[config.mk]
export PLATFORM = sky130hd
export DESIGN_NAME = positional_ordered_list_core
export DESIGN_NICKNAME = d
export VERILOG_FILES = /design/src/sv/pol_pkg.sv /design/src/sv/positional_ordered_list_core.sv /design/src/sv/pol_mem.sv /design/src/sv/pol_seq.sv
export SDC_FILE = /design/constraint.sdc
export NUM_CORES = 1
export LEC_CHECK = 0
export BUFFER_PORTS_ARGS = -buffer_cell sky130_fd_sc_hd__buf_2
export CELL_PAD_IN_SITES_DETAIL_PLACEMENT = 0
export CELL_PAD_IN_SITES_GLOBAL_PLACEMENT = 1
export CORE_MARGIN = 5
export CORE_UTILIZATION = 58
export DETAILED_ROUTE_END_ITERATION = 7
export PLACE_DENSITY_LB_ADDON = 0.1
export SLEW_MARGIN = 20
export SYNTH_ARGS = -nofsm -noshare
export SYNTH_HDL_FRONTEND = slang
export SYNTH_SLANG_ARGS = --single-unit
[constraint.sdc]
create_clock -name clk_i -period 15.17 [get_ports clk_i]
set_clock_uncertainty 0.15 [all_clocks]
set_input_delay 0.7585 -clock clk_i [delete_from_list [all_inputs] [get_ports clk_i]]
set_output_delay 0.7585 -clock clk_i [all_outputs]
set_load 0.01 [all_outputs]
[src/sv/pol_pkg.sv]
// shared types and codes for the positional ordered list
// command kinds, status codes and the result record
// no dependencies
package pol_pkg;

  localparam int DATA_W = 32;
  localparam int KIND_W = 3;
  localparam int POS_W  = 6;
  localparam int LEN_W  = 6;
  localparam int STAT_W = 2;

  typedef enum logic [KIND_W-1:0] {
    KIND_INS_HEAD = 3'd0,
    KIND_INS_TAIL = 3'd1,
    KIND_INS_POS  = 3'd2,
    KIND_DEL_HEAD = 3'd3,
    KIND_DEL_TAIL = 3'd4,
    KIND_DEL_POS  = 3'd5,
    KIND_DUMP     = 3'd6
  } kind_e;

  typedef enum logic [STAT_W-1:0] {
    ST_OK     = 2'd0,
    ST_BADPOS = 2'd1,
    ST_EMPTY  = 2'd2,
    ST_FULL   = 2'd3
  } status_e;

  typedef struct packed {
    logic signed [DATA_W-1:0] element;
    logic                     element_valid;
    status_e                  status;
    logic [LEN_W-1:0]         length;
    logic                     last;
  } res_t;

endpackage

[src/sv/positional_ordered_list_core.sv]
// top level of the positional ordered list
// instantiates pol_seq and pol_mem; uses pol_pkg
//
//  channel | direction | handshake              | payload
//  --------+-----------+------------------------+---------------------------------
//  in      | request   | in_valid_i / in_stall_o | kind_i, value_i, position_i
//  out     | result    | out_valid_o/out_stall_i | element_o, element_valid_o,
//          |           |                        | status_o, length_o, last_o
//
// one request at a time; the next is taken once the last result of the
// current one sits in the output register, even if that is still stalled
// positional insert: entries shift up in S_INS_SH, S_INS_PUT writes the value;
// positional delete: moved entries shift down in S_DEL_SH; nothing moved: S_RESP
// dump: one element per cycle, paced by out_stall_i; other requests go to S_RESP
// rst_ni clears the state, the entry count and the output valid only; the store is never read beyond the count
module positional_ordered_list_core #(
  parameter int CAPACITY = 32
) (
  input  logic                              clk_i,
  input  logic                              rst_ni,
  input  logic                              in_valid_i,
  output logic                              in_stall_o,
  input  logic [pol_pkg::KIND_W-1:0]        kind_i,
  input  logic signed [pol_pkg::DATA_W-1:0] value_i,
  input  logic [pol_pkg::POS_W-1:0]         position_i,
  output logic                              out_valid_o,
  input  logic                              out_stall_i,
  output logic signed [pol_pkg::DATA_W-1:0] element_o,
  output logic                              element_valid_o,
  output logic [pol_pkg::STAT_W-1:0]        status_o,
  output logic [pol_pkg::LEN_W-1:0]         length_o,
  output logic                              last_o
);

  // address of an entry, and a count that can reach capacity itself
  localparam int AW = (CAPACITY > 1) ? $clog2(CAPACITY) : 1;
  localparam int CW = $clog2(CAPACITY + 1);

  logic                       mem_ren;
  logic [AW-1:0]              mem_raddr;
  logic                       mem_wen;
  logic [AW-1:0]              mem_waddr;
  logic [pol_pkg::DATA_W-1:0] mem_wdata;
  logic [pol_pkg::DATA_W-1:0] mem_rdata;
  pol_pkg::res_t              res;

  // sequencer: decode, shift loops, dump stream and result register
  pol_seq #(
    .CAPACITY (CAPACITY),
    .AW       (AW),
    .CW       (CW)
  ) u_seq (
    .clk_i       (clk_i),
    .rst_ni      (rst_ni),
    .in_valid_i  (in_valid_i),
    .in_stall_o  (in_stall_o),
    .kind_i      (kind_i),
    .value_i     (value_i),
    .position_i  (position_i),
    .out_valid_o (out_valid_o),
    .out_stall_i (out_stall_i),
    .res_o       (res),
    .mem_ren_o   (mem_ren),
    .mem_raddr_o (mem_raddr),
    .mem_wen_o   (mem_wen),
    .mem_waddr_o (mem_waddr),
    .mem_wdata_o (mem_wdata),
    .mem_rdata_i (mem_rdata)
  );

  // entry store, head at address zero
  pol_mem #(
    .DEPTH (CAPACITY),
    .AW    (AW)
  ) u_mem (
    .clk_i   (clk_i),
    .ren_i   (mem_ren),
    .raddr_i (mem_raddr),
    .wen_i   (mem_wen),
    .waddr_i (mem_waddr),
    .wdata_i (mem_wdata),
    .rdata_o (mem_rdata)
  );

  // result record out to the ports
  assign element_o       = res.element;
  assign element_valid_o = res.element_valid;
  assign status_o        = res.status;
  assign length_o        = res.length;
  assign last_o          = res.last;

endmodule

[src/sv/pol_mem.sv]
// entry store: single write port, one read port with registered data
// uses pol_pkg for the data width
module pol_mem #(
  parameter int DEPTH = 32,
  parameter int AW    = 5
) (
  input  logic                      clk_i,
  input  logic                      ren_i,
  input  logic [AW-1:0]             raddr_i,
  input  logic                      wen_i,
  input  logic [AW-1:0]             waddr_i,
  input  logic [pol_pkg::DATA_W-1:0] wdata_i,
  output logic [pol_pkg::DATA_W-1:0] rdata_o
);

  logic [pol_pkg::DATA_W-1:0] mem_q [DEPTH];
  logic [pol_pkg::DATA_W-1:0] rdata_q;

  always_ff @(posedge clk_i) begin
    if (wen_i) begin
      mem_q[waddr_i] <= wdata_i;
    end
  end

  // read data holds until the next read
  always_ff @(posedge clk_i) begin
    if (ren_i) begin
      rdata_q <= mem_q[raddr_i];
    end
  end

  assign rdata_o = rdata_q;

endmodule

[src/sv/pol_seq.sv]
// command sequencer: decodes a request, shifts entries through the store,
// streams dumps and holds the result register
// uses pol_pkg; drives pol_mem
module pol_seq #(
  parameter int CAPACITY = 32,
  parameter int AW       = 5,
  parameter int CW       = 6
) (
  input  logic                        clk_i,
  input  logic                        rst_ni,
  input  logic                        in_valid_i,
  output logic                        in_stall_o,
  input  logic [pol_pkg::KIND_W-1:0]  kind_i,
  input  logic [pol_pkg::DATA_W-1:0]  value_i,
  input  logic [pol_pkg::POS_W-1:0]   position_i,
  output logic                        out_valid_o,
  input  logic                        out_stall_i,
  output pol_pkg::res_t               res_o,
  output logic                        mem_ren_o,
  output logic [AW-1:0]               mem_raddr_o,
  output logic                        mem_wen_o,
  output logic [AW-1:0]               mem_waddr_o,
  output logic [pol_pkg::DATA_W-1:0]  mem_wdata_o,
  input  logic [pol_pkg::DATA_W-1:0]  mem_rdata_i
);

  localparam int CMPW = (CW > pol_pkg::POS_W) ? CW : pol_pkg::POS_W;

  typedef enum logic [2:0] {
    S_IDLE,
    S_INS_SH,
    S_INS_PUT,
    S_DEL_SH,
    S_DUMP,
    S_RESP
  } state_e;

  state_e                      state_q, state_d;
  logic [CW-1:0]               cnt_q, cnt_d;
  logic [AW-1:0]               idx_q, idx_d;
  logic [AW-1:0]               pos_q, pos_d;
  logic [AW-1:0]               end_q, end_d;
  logic [pol_pkg::DATA_W-1:0]  val_q, val_d;
  pol_pkg::status_e            st_q, st_d;
  logic                        out_vld_q, out_vld_d;
  pol_pkg::res_t               out_q, out_d;

  logic                        accept;
  logic                        out_free;
  logic [CMPW-1:0]             n_x;
  logic [CMPW-1:0]             p_x;
  logic [CMPW-1:0]             nm1_x;
  logic [CMPW-1:0]             pp1_x;
  logic [CMPW-1:0]             cnt_x;
  logic                        is_ins;
  logic                        is_del;
  pol_pkg::kind_e              kind;

  assign accept   = in_valid_i && (state_q == S_IDLE);
  assign out_free = !out_vld_q || !out_stall_i;
  assign kind     = pol_pkg::kind_e'(kind_i);
  assign n_x      = CMPW'(cnt_q);
  assign nm1_x    = n_x - CMPW'(1);
  assign pp1_x    = p_x + CMPW'(1);
  assign cnt_x    = CMPW'(cnt_q);

  // target position per command kind
  always_comb begin
    p_x    = CMPW'(position_i);
    is_ins = 1'b0;
    is_del = 1'b0;
    case (kind)
      pol_pkg::KIND_INS_HEAD: begin
        p_x    = '0;
        is_ins = 1'b1;
      end
      pol_pkg::KIND_INS_TAIL: begin
        p_x    = n_x;
        is_ins = 1'b1;
      end
      pol_pkg::KIND_INS_POS: begin
        is_ins = 1'b1;
      end
      pol_pkg::KIND_DEL_HEAD: begin
        p_x    = '0;
        is_del = 1'b1;
      end
      pol_pkg::KIND_DEL_TAIL: begin
        p_x    = nm1_x;
        is_del = 1'b1;
      end
      pol_pkg::KIND_DEL_POS: begin
        is_del = 1'b1;
      end
      default: begin
      end
    endcase
  end

  always_comb begin
    state_d     = state_q;
    cnt_d       = cnt_q;
    idx_d       = idx_q;
    pos_d       = pos_q;
    end_d       = end_q;
    val_d       = val_q;
    st_d        = st_q;
    out_vld_d   = out_vld_q && out_stall_i;
    out_d       = out_q;
    mem_ren_o   = 1'b0;
    mem_raddr_o = idx_q;
    mem_wen_o   = 1'b0;
    mem_waddr_o = idx_q;
    mem_wdata_o = mem_rdata_i;

    case (state_q)
      S_IDLE: begin
        if (accept) begin
          val_d   = value_i;
          pos_d   = p_x[AW-1:0];
          end_d   = nm1_x[AW-1:0];
          st_d    = pol_pkg::ST_OK;
          state_d = S_RESP;
          if (is_ins) begin
            if (cnt_q == CW'(CAPACITY)) begin
              st_d = pol_pkg::ST_FULL;
            end else if (p_x > n_x) begin
              st_d = pol_pkg::ST_BADPOS;
            end else begin
              cnt_d = cnt_q + CW'(1);
              if (p_x == n_x) begin
                mem_wen_o   = 1'b1;
                mem_waddr_o = n_x[AW-1:0];
                mem_wdata_o = value_i;
              end else begin
                mem_ren_o   = 1'b1;
                mem_raddr_o = nm1_x[AW-1:0];
                idx_d       = nm1_x[AW-1:0];
                state_d     = S_INS_SH;
              end
            end
          end else if (is_del) begin
            if (cnt_q == '0) begin
              st_d = pol_pkg::ST_EMPTY;
            end else if (p_x >= n_x) begin
              st_d = pol_pkg::ST_BADPOS;
            end else begin
              cnt_d = cnt_q - CW'(1);
              if (p_x != nm1_x) begin
                mem_ren_o   = 1'b1;
                mem_raddr_o = pp1_x[AW-1:0];
                idx_d       = pp1_x[AW-1:0];
                state_d     = S_DEL_SH;
              end
            end
          end else if (kind == pol_pkg::KIND_DUMP) begin
            if (cnt_q == '0) begin
              st_d = pol_pkg::ST_EMPTY;
            end else begin
              mem_ren_o   = 1'b1;
              mem_raddr_o = '0;
              idx_d       = '0;
              state_d     = S_DUMP;
            end
          end else begin
            st_d = pol_pkg::ST_BADPOS;
          end
        end
      end

      // move entry idx up by one, walking down towards the insert point
      S_INS_SH: begin
        mem_wen_o   = 1'b1;
        mem_waddr_o = idx_q + AW'(1);
        if (idx_q == pos_q) begin
          state_d = S_INS_PUT;
        end else begin
          mem_ren_o   = 1'b1;
          mem_raddr_o = idx_q - AW'(1);
          idx_d       = idx_q - AW'(1);
        end
      end

      S_INS_PUT: begin
        mem_wen_o   = 1'b1;
        mem_waddr_o = pos_q;
        mem_wdata_o = val_q;
        state_d     = S_RESP;
      end

      // move entry idx down by one, walking up to the old tail
      S_DEL_SH: begin
        mem_wen_o   = 1'b1;
        mem_waddr_o = idx_q - AW'(1);
        if (idx_q == end_q) begin
          state_d = S_RESP;
        end else begin
          mem_ren_o   = 1'b1;
          mem_raddr_o = idx_q + AW'(1);
          idx_d       = idx_q + AW'(1);
        end
      end

      // read data for idx is waiting; next read goes out as it is taken
      S_DUMP: begin
        if (out_free) begin
          out_vld_d           = 1'b1;
          out_d.element       = mem_rdata_i;
          out_d.element_valid = 1'b1;
          out_d.status        = pol_pkg::ST_OK;
          out_d.length        = cnt_x[pol_pkg::LEN_W-1:0];
          out_d.last          = (idx_q == end_q);
          if (idx_q == end_q) begin
            state_d = S_IDLE;
          end else begin
            mem_ren_o   = 1'b1;
            mem_raddr_o = idx_q + AW'(1);
            idx_d       = idx_q + AW'(1);
          end
        end
      end

      S_RESP: begin
        if (out_free) begin
          out_vld_d           = 1'b1;
          out_d.element       = '0;
          out_d.element_valid = 1'b0;
          out_d.status        = st_q;
          out_d.length        = cnt_x[pol_pkg::LEN_W-1:0];
          out_d.last          = 1'b1;
          state_d             = S_IDLE;
        end
      end

      default: begin
        state_d = S_IDLE;
      end
    endcase
  end

  always_ff @(posedge clk_i or negedge rst_ni) begin
    if (!rst_ni) begin
      state_q   <= S_IDLE;
      cnt_q     <= '0;
      out_vld_q <= 1'b0;
    end else begin
      state_q   <= state_d;
      cnt_q     <= cnt_d;
      out_vld_q <= out_vld_d;
    end
  end

  always_ff @(posedge clk_i) begin
    idx_q <= idx_d;
    pos_q <= pos_d;
    end_q <= end_d;
    val_q <= val_d;
    st_q  <= st_d;
    out_q <= out_d;
  end

  assign in_stall_o  = (state_q != S_IDLE);
  assign out_valid_o = out_vld_q;
  assign res_o       = out_q;

endmodule

======== Word level (Yosys, flattened, before mapping) ========
Memory sizes are Yosys's and may differ from the RTL's. A register that Yosys moved wholly into a read port is not among the register bits.
Index checks and enable logic that the tools add are counted.
storage, ports and cells
  register bits after elaboration ......... 101
  bits in writable memories ............... 1,024
  input port bits ......................... 45
  output and inout port bits .............. 44
  memories ................................ 1
cells by class
  add/subtract/negate cells ............... 5
  magnitude comparators ................... 2
  equal/unequal tests ..................... 26
  multiplexer cells ....................... 89
  reductions and logical operators ........ 20
memory list
  memory       depth  width  read ports  clocked after Yosys merged registers in  wr ports  RTL line       RTL
  u_mem.mem_q  32     32     1           1                                        1         pol_mem.sv:16  logic [pol_pkg::DATA_W-1:0] mem_q [DEPTH];
operators with widths
  operator               count
  $mux W32               5
  $mux W5                19
  $mux W42               2
  $pmux W42 S2           1
  $pmux W32 S2           1
  $mux W3                15
  $pmux W5 S4            2
  $mux W6                6
  $mux W1                28
  $pmux W3 S6            1
  $pmux W6 S3            1
  $ne A2 B1 Y1 const B   8
  $eq A3 B3 Y1 const B   5
  $eq A3 B2 Y1 const B   4
  $mux W2                6
  $add A5 B1 Y5 const B  2
  $eq A5 B5 Y1           2
  $reduce_or A3 Y1       3
  $reduce_and A7 Y1      1
  $add A6 B1 Y6 const B  1
  $eq A3 B1 Y1 const B   2
  $eq A6 B6 Y1           1
  $eq A6 B6 Y1 const B   1
  $ge A6 B6 Y1           1
  18 further kinds       24

======== Logic depth before layout (Yosys ltp) ========
  depth in word-level cells ............... 12
  mapped depth ............................ 22

======== Hierarchy ========
From an unflattened synthesis, not the netlist that was laid out.
unflattened totals
  cells, all modules ...................... 2,910
  area, all modules ....................... 46,961.3 µm²
by module, submodules not included
  module   instances  cells an instance  area each (µm²)
  pol_mem  1          2,260              40,812.9
  pol_seq  1          650                6,148.4

======== Worst setup path after synthesis ========
Ideal clock, no wire load.
  path type ............................... register to register
  start point ............................. register u_seq.cnt_q[0]
  end point ............................... memory u_mem.mem_q[12][0] (netlist name) (enable)
  setup time .............................. 421 ps
  arrival time ............................ 5,359 ps
  slack ................................... 9,240 ps
  cell stages (with the launch flop) ...... 18
  path buffers ............................ 3
  path through ............................ dfrtp_1 -> clkbuf_1 -> inv_1 -> ha_1 -> or3b_1 -> xnor2_2 -> a2bb2oi_1 -> o21ai_0 -> ha_1 -> nand4_1 -> nor2_1 -> and4_1 -> clkbuf_1 -> clkbuf_1 -> o21ai_0 -> a21oi_1 -> or3b_2 -> nor2_1
between the ends
  longest elaborated chain between the ends .. 11
RTL lines
  what                                                  RTL line        RTL
  from (decl)                                           pol_seq.sv:39   logic [CW-1:0] cnt_q, cnt_d;
  from (signal assigned)                                pol_seq.sv:248  cnt_q <= cnt_d;
  $sub A6 B1 Y6 *                                       pol_seq.sv:63   assign nm1_x = n_x - CMPW'(1);
  via u_seq.nm1_x[0]                                    pol_seq.sv:52   logic [CMPW-1:0] nm1_x;
  $pmux W6 S3 *                                         pol_seq.sv:72   case (kind)
  branches (longest 9 deep; another with $gt A6 B6 Y1)  -
  to (decl)                                             pol_mem.sv:16
Mark *: on every way through the listed nets, which the timed path passes.

======== Worst setup path after layout ========
  start point ............................. register u_seq.cnt_q[0]
  end point ............................... register u_mem.rdata_q (netlist bit u_mem.rdata_o[12]) (read register of u_mem.mem_q), data pin
between the ends
  longest elaborated chain between the ends .. 10
RTL lines
  what                                             RTL line                       RTL
  $sub A6 B1 Y6 *                                  pol_seq.sv:63
  via u_seq.nm1_x[0]                               pol_seq.sv:52
  $pmux W6 S3                                      pol_seq.sv:72
  $add A5 B1 Y5 or $ne A6 B6 Y1 (tied branches)    pol_seq.sv:64, pol_seq.sv:149
  $mux W5 or $mux W1 (tied branches) (2 in a row)  -
  $mux W5 or $mux W1 (tied branches)               pol_seq.sv:143                 if (cnt_q == '0) begin
  $mux W5 or $mux W1 (tied branches) (3 in a row)  -
  $pmux W5 S4 or $pmux W1 S4 (tied branches)       -
  to (decl)                                        pol_mem.sv:17                  logic [pol_pkg::DATA_W-1:0] rdata_q;
The timed path passes the listed nets; every way through them passes the cells marked *.
A chain may end at the register's enable or synchronous reset.

==> results by group <==
Yosys
  • Mean Syn Cell Area: 17.1 sq um
  • Share of flip-flops with an asynchronous set or reset: 0.864%
  • Syn_nets: 2844
  • Yosys warning count: 0
  • Post-synth EDFFs: 1142
  • Top FF cell, synth: edfxtp_1
  • Top-area cell type share of the netlist area: 71.8%
  • Yosys top cell by area: edfxtp_1
  • Ranking of synthesized cells by area: edfxtp_1, mux2i_1, o22ai_1
  • Post-Syn Instances: 2788
  • Post-synth cell types: 76
  • Syn Std Cell Area: 0.0478 sq mm
  • Yosys reg bits: 1157
  • Sequential share of the synthesized area: 72.5%

Die
  • Die H: 297 um
  • DIE AREA: 0.0882 sq mm
  • Core area: 0.0818 sq mm
  • Row Count: 105
  • Width of the die: 297 um
  • IO Pins: 89
  • Starting Density: 58.4%

Pwr
  • Leakage Power: 19.0 nW
  • Comb power frac: 44.1%
  • Clock power frac: 19.5%
  • VDD IR max: 0.353 mV
  • Internal power component: 8.61 mW
  • Pwr Total: 13.9 mW
  • Net Sw Power: 5.26 mW
  • Flop pwr share: 36.4%
  • Pwr Density: 261 mW/mm^2
  • Sw Ratio: 37.9%

Cells and area
  • # diodes: 0
  • Most frequent cells in the layout: edfxtp_1, mux2i_1, nand2_1
  • Number of nets in the layout: 2941
  • Most common cell after layout, fill and taps aside: edfxtp_1
  • Area grow syn2layout: 11.2%
  • FILL cells: 5611
  • Share of cells above drive strength 1: 14.2%

Place
  • Worst slack, placed: 6640 ps
  • GP Congestion: 0.859
  • Count of input and output buffers: 88
  • Dpl hpwl: 60700 um

STA
  • Fin crit period: 8320 ps
  • Final hold violation count: 0
  • Setup TNS: 0 ps
  • Final period util: 54.9%
  • Setup violators final: 0
  • RSZ-0062 raised after global routing: false
  • Setup ws final: 6850 ps
  • Slew @ Worst Pin: 1170 ps
  • Max_slew headroom: 22.3%
  • Max Clock Freq: 120 MHz
  • Max-slew violations: 0

Global routing
  • Initial antenna violation count: 4
  • Grt ovf: 0
  • Largest net degree at the start of global routing: 117
  • Vias in the first global route: 24900
  • First-pass GRT wire length: 174000 um
  • GRT Util Overall: 26.9%

Worst setup path
  • Critical R2R Launch: u_seq.cnt_q[0]
  • Most frequent CP cell: mux2i_1
  • Slowest-stage cell, CP: buf_4
  • Worst-path cell chain: inv_1 -> ha_1 -> or3b_1 -> xnor2_2 -> a2bb2oi_1 -> o21ai_0 -> ha_1 -> nand2_1 -> o21a_1 -> o211ai_1 -> nor2_1 -> mux2i_1 -> nand2_1 -> o221ai_4 -> buf_12 -> buf_4 -> buf_16 -> buf_4 -> mux2i_1 -> mux2i_1 -> o22ai_1 -> nor4_2
  • Crit-path max FO: 116
  • Crit-path leading delay family: buffers and inverters
  • Critical Path RT: 15520 ps
  • Reg2reg end: u_mem.rdata_o[12]
  • Worst r2r path cells: 22
  • Critical Path Sink Type: register
  • Critical path class: register to register
  • Worst Setup Start Kind: register
  • CP max stage delay: 760 ps
  • Worst R2R Setup Slack: 6850 ps
  • CP arrival: 8670 ps
  • Worst path bufs/invs: 5

Worst hold path
  • HP Start: value_i[17]
  • WHS Path Cells: 1
  • HP Class: input pin to register
  • WHS Endpoint: u_seq.val_q[17]

Run
  • Max cap viols: 0

Clock network
  • Clock Root Buffer: clkbuf_16
  • Number of CTS-inserted buffers: 113
  • Clock transition at path regs: 70 ps
  • Clk buf depth: 3
  • CTS tree: done
  • Post-CTS Setup Inserts: 0
  • CTS Sinks: 1157
  • Worst-Skew Late Latency: 700 ps
  • H-tree level count: 3

Drt
  • DRC violations left: 0
  • Vias: 25800
  • First-pass DRT Iterations: 5
  • Routed Antenna Nets: 0
  • DR WL/cell: 30.1 um
  • Final WL: 122000 um
  • Starting DRT DRC Count: 2543
  • DR vias/cell: 6.36

Outcome
  • Status: finished, final reports clean
==> routing by layer <==
metal  global-route usage (%)  wire (um)  vias up
met5                        0         20        -
met4                     6.12       2540        2
met3                     4.60      10000      173
met2                     43.0      57800     1079
met1                     39.6      51600    13300
li1                         -          -    11200
==> stage by stage <==
| stage | instances | instance area [sq um] | hold WS, ps | utilization, % |
|---|---|---|---|---|
| 2_1_floorplan | 2788 | 47800 | 273 | - |
| 3_3_place_gp | 3837 | 49500 | 391 | 60.4 |
| 3_5_place_dp | 3837 | 49500 | 386 | 60.4 |
| 4_1_cts | 4044 | 53100 | 68.0 | 64.9 |
| 5_1_grt | 4046 | 53100 | 72.7 | 64.9 |
| 6_report | 4046 | 53100 | 102 | 64.9 |
==> how the worst max path moves through the flow <==
stage,from,endpoint,slack (ps),depth (start not counted)
6_report,u_seq.cnt_q[0],u_mem.rdata_o[12],6850,22
5_1_grt,u_seq.cnt_q[0],u_mem.rdata_o[12],6380,21
4_1_cts,u_seq.cnt_q[0],u_mem.rdata_o[7],6660,20
3_5_place_dp,u_seq.cnt_q[0],u_mem.rdata_o[7],6640,20
3_3_place_gp,u_seq.cnt_q[0],u_mem.rdata_o[18],6960,21
2_1_floorplan,u_seq.cnt_q[0],u_mem.mem_q[12][0],9240,17
==> cells in the mapped netlist, drive strengths merged, types with 3 or more instances <==
library cell	n
a2111oi	3
buf	107
a22o	3
and2	35
a31oi	5
o211ai	5
nor2	61
dfxtp	5
a221oi	9
xor2	9
nor3b	3
nand2b	7
mux2i	780
nand2	115
ha	11
o22ai	132
dfrtp	10
nand3	20
o21ai	25
a21boi	3
xnor2	20
nand4b	3
nor2b	7
or2	5
nor3	10
nand4	7
edfxtp	1142
and4	3
a2bb2oi	3
inv	25
a21oi	38
clkbuf	56
or3	10
nor4	32
o21a	4
a22oi	37
nand3b	3
==> cells by family (layout without fill, tap and decap cells) <==
logic type,after synthesis,after routing,synth area share (%)
AO/OA/AOI/OAI,288,288,4.38
flip-flops,1157,1157,72.5
buffers and inverters,189,377,2.04
multiplexers,782,782,16.4
XOR/XNOR,29,29,0.547
AND/OR/NAND/NOR,330,330,3.79
adder cells (fa/ha/maj),13,13,0.330
==> state kept, by name (all words and copies together) (netlist names) <==
name               count
u_seq.st_q             2
u_seq.val_q           32
u_seq.res_o           42
u_mem.mem_q         1024
u_seq.out_valid_o      1
u_seq.idx_q            5
u_seq.end_q            5
u_mem.rdata_o         32
u_seq.pos_q            5
u_seq.cnt_q            6
u_seq.state_q          3
==> what timing repair did <==
item,CTS,global route
resized for setup,0,0
endpoints found under the hold margin,10,0
hold buffers,1,0
==> area by class of cell <==
class / instances / area [sq um] / share of cell area, %
well taps: 1070 / 1340 / 2.52
clock buffers: 138 / 2930 / 5.52
multi-input cells: 1442 / 12500 / 23.6
flip-flops and latches: 1157 / 34600 / 65.2
inverters: 26 / 98.8 / 0.186
clock inverters: 68 / 679 / 1.28
repair buffers: 145 / 928 / 1.75
==> power groups by stage <==
stage	clock network [mW]	registers (mW)	logic, mW
after global routing	2.89	5.10	6.50
final	2.70	5.06	6.11
after CTS	2.74	5.06	6.10
after floorplan	0	4.99	4.56
after global placement	0	5.10	5.94
after detailed placement	0	5.12	6.08
Note: power is estimated with default switching activity, not from simulation.
